===== config.mk =====
export PLATFORM = sky130hd
export DESIGN_NAME = fcwp_ctrl
export DESIGN_NICKNAME = d
export VERILOG_FILES = /design/src/rtl/core/fcwp_pkg.sv /design/src/rtl/core/fcwp_ctrl.sv
export SDC_FILE = /design/constraint.sdc
export NUM_CORES = 1
export LEC_CHECK = 0
export BUFFER_PORTS_ARGS = -buffer_cell sky130_fd_sc_hd__buf_2
export CORE_AREA = 2 2 39 41
export CTS_BUF_LIST = sky130_fd_sc_hd__clkbuf_4 sky130_fd_sc_hd__clkbuf_8
export CTS_CLUSTER_DIAMETER = 40
export DETAILED_ROUTE_END_ITERATION = 16
export DIE_AREA = 0 0 41 43
export GPL_ROUTABILITY_DRIVEN = 1
export HOLD_SLACK_MARGIN = 0.05
export SETUP_SLACK_MARGIN = 0.02
export SLEW_MARGIN = 20
export SYNTH_ARGS = -nofsm -noshare
export SYNTH_HDL_FRONTEND = slang
export SYNTH_SLANG_ARGS = --single-unit
export TNS_END_PERCENT = 100

===== constraint.sdc =====
create_clock -name clock -period 2.3 [get_ports clock]
set_input_delay 0.46 -clock clock [delete_from_list [all_inputs] [get_ports clock]]
set_output_delay 0.46 -clock clock [all_outputs]
set_load 0.02 [all_outputs]

===== src/rtl/core/fcwp_pkg.sv =====
// ----------------------------------------------------------------------------
// fcwp_pkg
// Shared constants, types and the unlock sequence table for the flash
// command and write protection block.
// ----------------------------------------------------------------------------
`default_nettype none

package fcwp_pkg;

   localparam int FLASH_BYTES  = 524288;
   localparam int ADDR_W       = $clog2(FLASH_BYTES);
   localparam int SECTOR_BYTES = 256;
   localparam int SECTOR_W     = $clog2(SECTOR_BYTES);
   localparam int MATCH_BITS   = 13;
   localparam int REQ_ADDR_W   = 19;
   localparam int DATA_W       = 8;
   localparam int STEP_W       = 4;

   localparam logic [DATA_W-1:0] CMD_PROGRAM      = 8'h10;
   localparam logic [DATA_W-1:0] CMD_SECTOR_ERASE = 8'h20;
   localparam logic [DATA_W-1:0] CMD_CHIP_ERASE   = 8'h30;
   localparam logic [DATA_W-1:0] CMD_READ_ID      = 8'h90;
   localparam logic [DATA_W-1:0] CONFIRM_SECTOR   = 8'hD0;
   localparam logic [DATA_W-1:0] CONFIRM_CHIP     = 8'h30;
   localparam logic [DATA_W-1:0] NOP_RESET        = 8'hFF;
   localparam logic [DATA_W-1:0] NOP_ZERO         = 8'h00;
   localparam logic [DATA_W-1:0] NOP_STATUS       = 8'hC3;
   localparam logic [DATA_W-1:0] ERASED_BYTE      = 8'hFF;
   localparam logic [DATA_W-1:0] CLEARED_BYTE     = 8'h00;

   localparam logic [STEP_W-1:0] UNLOCK_PHASE_STEP = 4'd0;
   localparam logic [STEP_W-1:0] LOCK_PHASE_STEP   = 4'd8;
   localparam logic [STEP_W-1:0] UNLOCK_DONE_STEP  = 4'd7;
   localparam logic [STEP_W-1:0] LOCK_DONE_STEP    = 4'd15;

   typedef enum logic [1:0] {
      ST_OK      = 2'd0,
      ST_DONE    = 2'd1,
      ST_LOCKED  = 2'd2,
      ST_IGNORED = 2'd3
   } rsp_status_type;

   typedef enum logic [3:0] {
      S_CLEAR = 4'b0001,
      S_IDLE  = 4'b0010,
      S_READ  = 4'b0100,
      S_ERASE = 4'b1000
   } state_type;

   typedef struct packed {
      logic accept;
      logic sweep;
      logic read_done;
   } ctrl_cmd_type;

   typedef struct packed {
      logic sweep_last;
      logic erase_req;
      logic rsp_busy;
   } dp_status_type;

   function automatic logic [MATCH_BITS-1:0] seq_addr(input logic [STEP_W-1:0] step);
      logic [MATCH_BITS-1:0] a;
      unique case (step)
         4'd0, 4'd8:  a = 13'h1823;
         4'd1, 4'd9:  a = 13'h1820;
         4'd2, 4'd10: a = 13'h1822;
         4'd3, 4'd11: a = 13'h0418;
         4'd4, 4'd12: a = 13'h041B;
         4'd5, 4'd13: a = 13'h0419;
         4'd6:        a = 13'h041A;
         4'd14:       a = 13'h040A;
         default:     a = 13'h0000;
      endcase
      return a;
   endfunction

endpackage

`default_nettype wire


===== src/rtl/core/fcwp_ctrl.sv =====
// ----------------------------------------------------------------------------
// fcwp_ctrl
// Control state machine: clearing pass, item accept, read wait, erase sweep.
// ----------------------------------------------------------------------------
`default_nettype none

module fcwp_ctrl import fcwp_pkg::*; (
   input  wire logic          clock,
   input  wire logic          reset,
   input  wire logic          req_valid,
   input  wire logic          req_kind,
   input  wire dp_status_type status,
   output logic               req_ready,
   output ctrl_cmd_type       cmd
);

   state_type state_ff;
   state_type state_in;

   always_comb begin
      req_ready     = (state_ff == S_IDLE) && !status.rsp_busy;
      cmd.accept    = req_ready && req_valid;
      cmd.sweep     = (state_ff == S_CLEAR) || (state_ff == S_ERASE);
      cmd.read_done = (state_ff == S_READ);
      state_in      = state_ff;
      unique case (state_ff)
         S_CLEAR: begin
            if (status.sweep_last) begin
               state_in = S_IDLE;
            end
         end
         S_IDLE: begin
            if (cmd.accept) begin
               if (!req_kind) begin
                  state_in = S_READ;
               end else if (status.erase_req) begin
                  state_in = S_ERASE;
               end
            end
         end
         S_READ: begin
            state_in = S_IDLE;
         end
         S_ERASE: begin
            if (status.sweep_last) begin
               state_in = S_IDLE;
            end
         end
         default: begin
            state_in = S_IDLE;
         end
      endcase
   end

   always_ff @(posedge clock) begin
      if (reset) begin
         state_ff <= S_CLEAR;
      end else begin
         state_ff <= state_in;
      end
   end

endmodule

`default_nettype wire


# Word level (Yosys, flattened, before mapping)
# Cells that the tools add are included.
dict set report op_classes {
  n_eq_ne 7
  reduce_logical 6
  n_mux 5
}
# cell n
set op_table {}
lappend op_table {{$mux W4} 4}
lappend op_table {{$pmux W4 S2} 1}
lappend op_table {{$eq A4 B1 Y1 const B} 1}
lappend op_table {{$eq A4 B2 Y1 const B} 1}
lappend op_table {{$eq A4 B3 Y1 const B} 1}
lappend op_table {{$eq A4 B4 Y1 const B} 1}
lappend op_table {{$ne A3 B3 Y1 const B} 1}
lappend op_table {{$reduce_and A3 Y1} 1}
lappend op_table {{$logic_and A1 B1 Y1} 2}
lappend op_table {{$ne A2 B1 Y1 const B} 1}
lappend op_table {{$ne A2 B2 Y1 const B} 1}
lappend op_table {{$reduce_or A2 Y1} 1}
lappend op_table {{$logic_not A1 Y1} 1}
lappend op_table {{$logic_or A1 B1 Y1} 1}
dict set report word_totals {
  output_inout_bits 4
  wordCells 19
  register_bits 4
}

# Longest topological paths before layout
# Gate-level depths: netlist of run 1.
dict set report logic_depth {
  word_depth 5
  depth_mapped 4
  depth_no_buf 4
}

# Worst setup path after synthesis of run 1
# OpenSTA, ideal clock, no wires.
dict set report synth_path {
  path_kind {flip-flop to output port}
  from {register state_ff[0]}
  to {output cmd[0] (netlist name)}
  path_slack_ns 0.710
  path_buffers 0
  path_stages_with_launch 2
  t_arrival_ns 1.130
  cell_sequence {dfxtp_1 -> nor4b_1}
}
# element line_no
set synth_rtl {}
lappend synth_rtl {{start, declared} fcwp_ctrl.sv:17} ;# state_type state_ff;
lappend synth_rtl {{start signal, assigned} fcwp_ctrl.sv:59} ;# state_ff <= state_in;
lappend synth_rtl {{end, declared} fcwp_ctrl.sv:14} ;# output ctrl_cmd_type cmd

==> results of run 1 <==
[per-layer routing]
metal,wire (µm),GRT usage [%],up-vias
met5,0,0,-
met4,0,8.00,0
met3,54,7.85,0
met2,139,5.31,11
met1,227,8.04,78
li1,-,-,104
[power by group through the flow]
stage / registers, µW / logic, µW / clock network, µW
after floorplan: 77.2 / 14.4 / 0
after global placement: 77.8 / 25.0 / 0
after detailed placement: 77.9 / 25.2 / 0
after CTS: 76.9 / 25.3 / 90.9
after global routing: 77.5 / 27.4 / 99.2
final: 76.9 / 25.0 / 84.2
[worst max-delay path: cells and delay by family, from the launching register on]
family	cells	cell delay, ns
flip-flops	1	0.35
AND/OR/NAND/NOR	2	0.50
buffers and inverters	2	0.25
[metrics by stage]
| stage | total power (µW) | util [%] | setup slack, ns |
|---|---|---|---|
| finish | 186 | 21.2 | 0.504 |
| global route | 204 | 21.2 | 0.377 |
| CTS | 193 | 21.2 | 0.472 |
| detailed placement | 103 | 19.5 | 0.658 |
| global placement | 103 | 19.5 | 0.692 |
| floorplan | 91.6 | - | 0.710 |
[cell families after synthesis]
kind of cell    Yosys count  synth area share, %
xor+xnor                  1                 4.38
simple gates             12                 39.4
compound gates            3                 14.4
flops                     4                 40.0
buf+inv                   1                 1.87
[final cells by class]
class                      instances  area, µm²  share of cell area (%)
tap                               16       20.0                    6.84
multi-input combinational         16        116                    39.7
clock buffer                       3       22.5                    7.69
sequential                         4       80.1                    27.4
inverter                           1       3.75                    1.28
timing repair buffer              10       50.0                    17.1
[cell usage in the layout, fill, tap and decap left out, drive strengths merged]
cell type and count:
nor4 1, a211oi 1, nand2b 1, xnor2 1
clkbuf 3, nor2 1, inv 1, a21o 1
nor4b 1, dfxtp 4, nand2 1, nor2b 1
o31ai 1, buf 10, and2 1, nor3 3
nand3 2
[worst paths after layout]
check | start | end | slack (ns) | cells past startpoint
worst min-delay path | req_kind | state_ff[2] | 0.43 | 2
worst max-delay path | state_ff[0] | cmd[2] | 0.50 | 4
worst max register to register | state_ff[0] | state_ff[3] | 1.15 | 3
worst min register to register | state_ff[1] | state_ff[2] | 0.54 | 2
==> flow_summary.toml, run 1 <==
[final_layout]
reg_top3 = "state_ff (4)"
largest_reg_flops = 4
n_fill_cell = 159
syn_to_final_growth_pct = 46.3
max_flop_register = "state_ff"
num_antenna_cells = 0
layout-drive-gt1-share_pct = 52.9
design_area_um2 = 293
num-nets-final = 43
layout.cells.non_filler = 50

[synthesis]
seq_area_frac_synth_pct = 40.0
yosysTopAreaCellShare_pct = 40.0
synthTopCellsByArea = "dfxtp_1, nor3_1, nor4_2"
postSynthCellCount = 21
yosysWarnings = 0
ys_top_cells_by_count = "dfxtp_1, nor3_1"
synth_seq_cells = 4
avgSynthCellArea_um2 = 9.53
synth_area_um2 = 200
synth-edff-count = 0
synth_top_area_cell = "dfxtp_1"
synth_cell_type_count = 16
yosysMostFrequentCell = "dfxtp_1"
ys_async_sr_fraction_pct = 0
synthFlopType = "dfxtp_1"
synth_fp_nets = 28

[clocking]
cts_buffer_depth = 2
worstSkewPairLatency_ns = 0.23
cts_setup_buffers = 0
cts_buffers = 3
root_buffer = "clkbuf_4"
holdBufCountCts = 0
cts-htree-levels = 1
numClockSinks = 4
cts_tree = "done"
clk_pin_slew_ns = 0.04
cts_resized = 0

[worst_setup_path]
crit_type = "reg2out"
cp_max_fo = 5
path_cells = "nor4_2, nand3_2, inv_1, buf_2"
crit_arrival_ns = 1.34
slowest_delay_ns = 0.35
crit_path_end_kind = "output port"
start_kind = "flop"
required_ns = 1.84
slowest_stage = "dfxtp_1"

[routing]
remaining_drc_errors = 0
drt-initial-drc-count = 8
wirelength_um = 421
via_per_inst = 3.86
vias = 193
ant_nets = 0
first_pass_iters = 4
wl_per_cell_um = 8.42

[placed_design]
dp.cells = 47
portBuffers = 10
hpwl_um = 352
gp_congestion = 0.722
placed_area_um2 = 270

[floorplan]
die_h_um = 43
die-area_um2 = 1760
num_rows = 14
start_util_pct = 14.5
die_w_um = 41
core_um2 = 1380
io_pins = 11

[timing]
clock_skew_ns = 0.00196
fin_tns_setup_ns = 0
hold_slack_ns = 0.431
post-route-min-period_ns = 1.80
period_share_pct = 78.1
tightest_slew_ns = 0.283
drv_slew = 0
rsz0062_at_grt = "false"
setup_viol = 0
hold_violations = 0
slew_headroom_pct = 81.0
fmax_mhz = 557

[power]
leakagePower_uw = 0.000134
comb_power_share_pct = 13.4
internal-power_uw = 143
sw_frac_of_total_pct = 23.1
power.switching_uw = 43.1
seqPwrFrac_pct = 41.3
vdd_ir_drop_max_mv = 0.138
p_clk_share_pct = 45.2
power.density_nw_per_um2 = 636

[global_routing]
grt_usage_pct = 6.93
grt_pass1_wl_um = 669
grt_pass1_vias = 168
grt_max_degree = 6
grt_antenna_before_repair = 0
grt_overflow_total = 0

[job]
cap_viol_max_count = 0

[outcome]
status = "complete, no violations"

[worst_hold_path]
holdCritPathClass = "in2reg"
(Power assumes the default switching activity.)
==> run 2: changes to the inputs <==
--- a/config.mk
+++ b/config.mk
@@ -5,6 +5,7 @@
 export SDC_FILE = /design/constraint.sdc
 export NUM_CORES = 1
 export LEC_CHECK = 0
+export ABC_AREA = 1
 export BUFFER_PORTS_ARGS = -buffer_cell sky130_fd_sc_hd__buf_2
 export CORE_AREA = 2 2 39 41
 export CTS_BUF_LIST = sky130_fd_sc_hd__clkbuf_4 sky130_fd_sc_hd__clkbuf_8
==> constraint.sdc (replaced) <==
create_clock -name clock -period 1.6 [get_ports clock]
set_input_delay 0.32 -clock clock [delete_from_list [all_inputs] [get_ports clock]]
set_output_delay 0.32 -clock clock [all_outputs]
set_load 0.02 [all_outputs]
==> flow_summary.toml, run 2 <==
[final_layout]
layout-drive-gt1-share_pct = 43.6
max_flop_register = "state_ff"
n_fill_cell = 157
num-nets-final = 64
syn_to_final_growth_pct = 42.3
final_common_cell = "buf_2"
final_cell_mix = "buf_2, inv_1, nand2_1, nor2_1, dfxtp_1"
largest_reg_flops = 4
post-route-util_pct = 27.4
num_antenna_cells = 0
reg_top3 = "state_ff (4)"

[synthesis]
yosysWarnings = 0
synthTopCellsByArea = "dfxtp_1, inv_1, nand2_1"
synthFlopType = "dfxtp_1"
synth-edff-count = 0
ys_top_cells_by_count = "inv_1, nand2_1, dfxtp_1, nor2_1"
ys_async_sr_fraction_pct = 0
seq_area_frac_synth_pct = 30.0
postSynthCellCount = 40
synth_top_area_cell = "dfxtp_1"
synth_fp_nets = 47
synth_area_um2 = 267
synth_cell_type_count = 14
avgSynthCellArea_um2 = 6.66
yosysTopAreaCellShare_pct = 30.0
synth_seq_cells = 4

[worst_setup_path]
worstRegToRegCells = 8
slowest_delay_ns = 0.31
start_kind = "flop"
cp_max_fo = 3
crit_arrival_ns = 1.11
crit_type = "reg2out"
required_ns = 1.28
path_cells = "inv_1, nor2_4, nand2_1, nor3_1, buf_2"
slowest_stage = "dfxtp_1"
crit_path_end_kind = "output port"

[job]
cap_viol_max_count = 0

[clocking]
root_buffer = "clkbuf_4"
cts_tree = "done"
worstSkewPairLatency_ns = 0.23
clk_pin_slew_ns = 0.04
cts-htree-levels = 1
cts_buffer_depth = 2
cts_buffers = 3
numClockSinks = 4

[global_routing]
grt_antenna_before_repair = 0
grt_max_degree = 6
grt_pass1_vias = 277
grt_pass1_wl_um = 897
grt_overflow_total = 0
grt_usage_pct = 7.94

[routing]
vias = 297
wirelength_um = 523
first_pass_iters = 2
drt-initial-drc-count = 1
ant_nets = 0
remaining_drc_errors = 0
wl_per_cell_um = 7.37
via_per_inst = 4.18

[timing]
fmax_mhz = 698
slew_headroom_pct = 86.2
fin_tns_setup_ns = 0
setup_viol = 0
drv_slew = 0
post-route-min-period_ns = 1.43
rsz0062_at_grt = "false"
tightest_slew_ns = 0.206
period_share_pct = 89.6
hold_violations = 0
clock_skew_ns = 0.00158

[worst_hold_path]
hold_depth = 2
holdCritPathClass = "in2reg"

[floorplan]
die-area_um2 = 1760
die_h_um = 43
core_um2 = 1380
num_rows = 14
io_pins = 11
start_util_pct = 19.3
die_w_um = 41

[placed_design]
hpwl_um = 440
portBuffers = 10
gp_congestion = 0.752

[power]
leakagePower_uw = 0.000210
power.density_nw_per_um2 = 1000
vdd_ir_drop_max_mv = 0.400

[outcome]
status = "complete, no violations"
## run 2: kinds of logic (layout without fill, tap and decap cells)
kind of cell,Yosys count,in the layout,synth area share (%)
AO/OA/AOI/OAI,2,2,7.04
buffers and inverters,9,24,12.7
flip-flops,4,4,30.0
AND/OR/NAND/NOR,25,25,50.2
## run 2: timing repair
| item | in CTS | in global routing |
|---|---|---|
| endpoints found under the setup margin | 1 | 1 |
| buffers inserted | 0 | 1 |
| pin swaps | 0 | 1 |
| gates resized for setup | 1 | 0 |
| hold buffers | 0 | 0 |
## run 2: critical path, delay by kind of cell, from the launching register on
family,cells,cell delay (ns)
buffers and inverters,2,0.25
DFF,1,0.31
and+or+nand+nor,3,0.31
## run 2: final timing paths
path,startpoint,end,slack [ns]
setup / recovery,state_ff[1],cmd[2],0.17
hold / removal,reset,state_ff[1],0.28
setup reg to reg,state_ff[1],state_ff[3],0.53
hold reg to reg,state_ff[0],state_ff[0],0.49
## run 2: cell type report
cell class,instances,area (µm²),area share [%]
multi-input combinational,27,158,41.6
clock buffer,3,22.5,5.94
sequential,4,80.1,21.1
timing repair buffer,12,65.1,17.2
tap,16,20.0,5.28
inverter,9,33.8,8.91
## run 2: per-stage QoR
stage | cell area [µm²] | setup slack [ns] | total power, µW | cells | hold slack [ns]
after floorplan | 267 | 0.180 | 215 | 40 | 0.389
after global placement | 344 | 0.304 | 249 | 67 | 0.485
after detailed placement | 344 | 0.262 | 251 | 67 | 0.490
after CTS | 372 | 0.0850 | 381 | 70 | 0.270
after global routing | 379 | 0.0557 | 416 | 71 | 0.274
final | 379 | 0.167 | 380 | 71 | 0.276
## run 2: power breakdown
| part | total [µW] | leakage, µW | switching (µW) | internal [µW] |
|---|---|---|---|---|
| registers | 121 | 0.0000331 | 8.86 | 112 |
| logic | 136 | 0.000163 | 80.9 | 55.1 |
| clock network | 123 | 0.0000138 | 38.9 | 83.7 |
| total | 380 | 0.000210 | 129 | 251 |
## run 2: routing by layer
layer  share of wire [%]  global-route usage (%)
met5                   0                       0
met2                  50                    12.2
met4                   0                    2.00
met1                  42                    7.10
met3                 7.1                    7.85
==> run 3: changes to the inputs <==
==> constraint.sdc (replaced) <==
create_clock -name clock -period 1.6 [get_ports clock]
set_input_delay 0.08 -clock clock [delete_from_list [all_inputs] [get_ports clock]]
set_output_delay 0.08 -clock clock [all_outputs]
set_load 0.02 [all_outputs]
==> flow_summary.toml, run 3 (synthesized netlist as in run 2, its figures left out) <==
[clocking]
cts-htree-levels = 1
root_buffer = "clkbuf_4"
worstSkewPairLatency_ns = 0.24
cts_buffer_depth = 2
cts_tree = "done"
clk_pin_slew_ns = 0.04
numClockSinks = 4
cts_resized = 0
cts_buffers = 3

[placed_design]
hpwl_um = 437
gp_congestion = 0.760
pre_cts_ws_ns = 0.487
portBuffers = 10

[power]
vdd_ir_drop_max_mv = 0.358
power.total_uw = 370
power.density_nw_per_um2 = 1000
leakagePower_uw = 0.000204

[routing]
vias = 290
drt-initial-drc-count = 0
wirelength_um = 504
wl_per_cell_um = 7.20
first_pass_iters = 1
remaining_drc_errors = 0
via_per_inst = 4.14
ant_nets = 0

[worst_setup_path]
cp_top_family = "simple AND/OR/NAND/NOR gates"
path_cells = "nor2_2, nand2_1, nor3_1, buf_2"
slowest_delay_ns = 0.33
crit_arrival_ns = 1.27
cp_max_fo = 5
crit_type = "reg2out"
crit_path_end_kind = "output port"
path_buf_inv = 1
start_kind = "flop"
required_ns = 1.52
slowest_stage = "dfxtp_1"

[timing]
clock_skew_ns = 0.00318
period_share_pct = 84.6
setup_slack_ns = 0.246
fin_tns_setup_ns = 0
setup_viol = 0
slew_headroom_pct = 83.2
post-route-min-period_ns = 1.35
tightest_slew_ns = 0.252
fmax_mhz = 739
rsz0062_at_grt = "false"
hold_violations = 0
drv_slew = 0

[global_routing]
grt_pass1_vias = 261
grt_max_degree = 6
grt_antenna_before_repair = 0
grt_pass1_wl_um = 869
grt_overflow_total = 0
grt_usage_pct = 8.03

[final_layout]
largest_reg_flops = 4
layout-drive-gt1-share_pct = 40.7
num-nets-final = 63
final_common_cell = "buf_2"
max_flop_register = "state_ff"
num_antenna_cells = 0
n_fill_cell = 167
syn_to_final_growth_pct = 38.5
reg_top3 = "state_ff (4)"
final_cell_mix = "buf_2, inv_1, nand2_1, nor2_1, dfxtp_1"

[floorplan]
num_rows = 14
die_h_um = 43
start_util_pct = 19.3
io_pins = 11
die-area_um2 = 1760
die_w_um = 41
core_um2 = 1380

[outcome]
status = "complete, no violations"

[worst_hold_path]
holdCritPathClass = "in2reg"

[job]
cap_viol_max_count = 0
[run 3: cell types whose count changed in the layout (fill, tap and decap cells not counted)]
cell           previous run  this run
buf_4                     2         0
dlygate4sd3_1             0         1
nor2_2                    2         3
nor2_4                    1         0
[run 3: routing by layer]
layer	vias to the layer above	track usage (%)	wire length (µm)
met2	6	11.9	255
met3	2	6.28	33
met4	0	6.00	19
met5	-	0	0
met1	127	6.75	196
li1	155	-	-
[run 3: path summary, 6_finish.rpt]
check	end	startpoint	slack (ns)	cells past startpoint
hold / removal	state_ff[2]	req_kind	0.13	4
setup reg to reg	state_ff[3]	state_ff[0]	0.50	6
hold reg to reg	state_ff[0]	state_ff[0]	0.49	2
setup / recovery	cmd[2]	state_ff[0]	0.25	4
[run 3: area by class of cell]
class | count | area, µm² | share of cell area (%)
multi-input combinational | 27 | 153 | 41.4
tap | 16 | 20.0 | 5.42
inverter | 9 | 33.8 | 9.15
clock buffer | 3 | 22.5 | 6.10
sequential | 4 | 80.1 | 21.7
timing repair buffer | 11 | 60.1 | 16.3
[run 3: per-stage QoR]
step	utilization, %	std cells	hold slack [ns]	instance area [µm²]
floorplan	-	40	0.149	267
global placement	24.3	66	0.281	337
detailed placement	24.3	66	0.277	337
CTS	26.7	70	0.129	369
global route	26.7	70	0.158	369
finish	26.7	70	0.129	369
[run 3: repair_timing]
action / in CTS / in global routing
hold buffers: 1 / 0
setup buffers: 0 / 0
endpoints found under the setup margin: 0 / 0
endpoints found under the hold margin: 2 / 0
[run 3: where the power goes]
| group | switching [µW] | total, µW | leakage, µW | internal, µW |
|---|---|---|---|---|
| registers | 9.09 | 122 | 0.0000331 | 112 |
| logic | 77.8 | 122 | 0.000157 | 44.3 |
| clock network | 42.3 | 126 | 0.0000138 | 83.9 |
[run 3: tightest hold or removal path, cell delays in order]
cell and delay (ns):
buf_2 0.08, inv_1 0.04, nand3_1 0.07, nor3_1 0.04
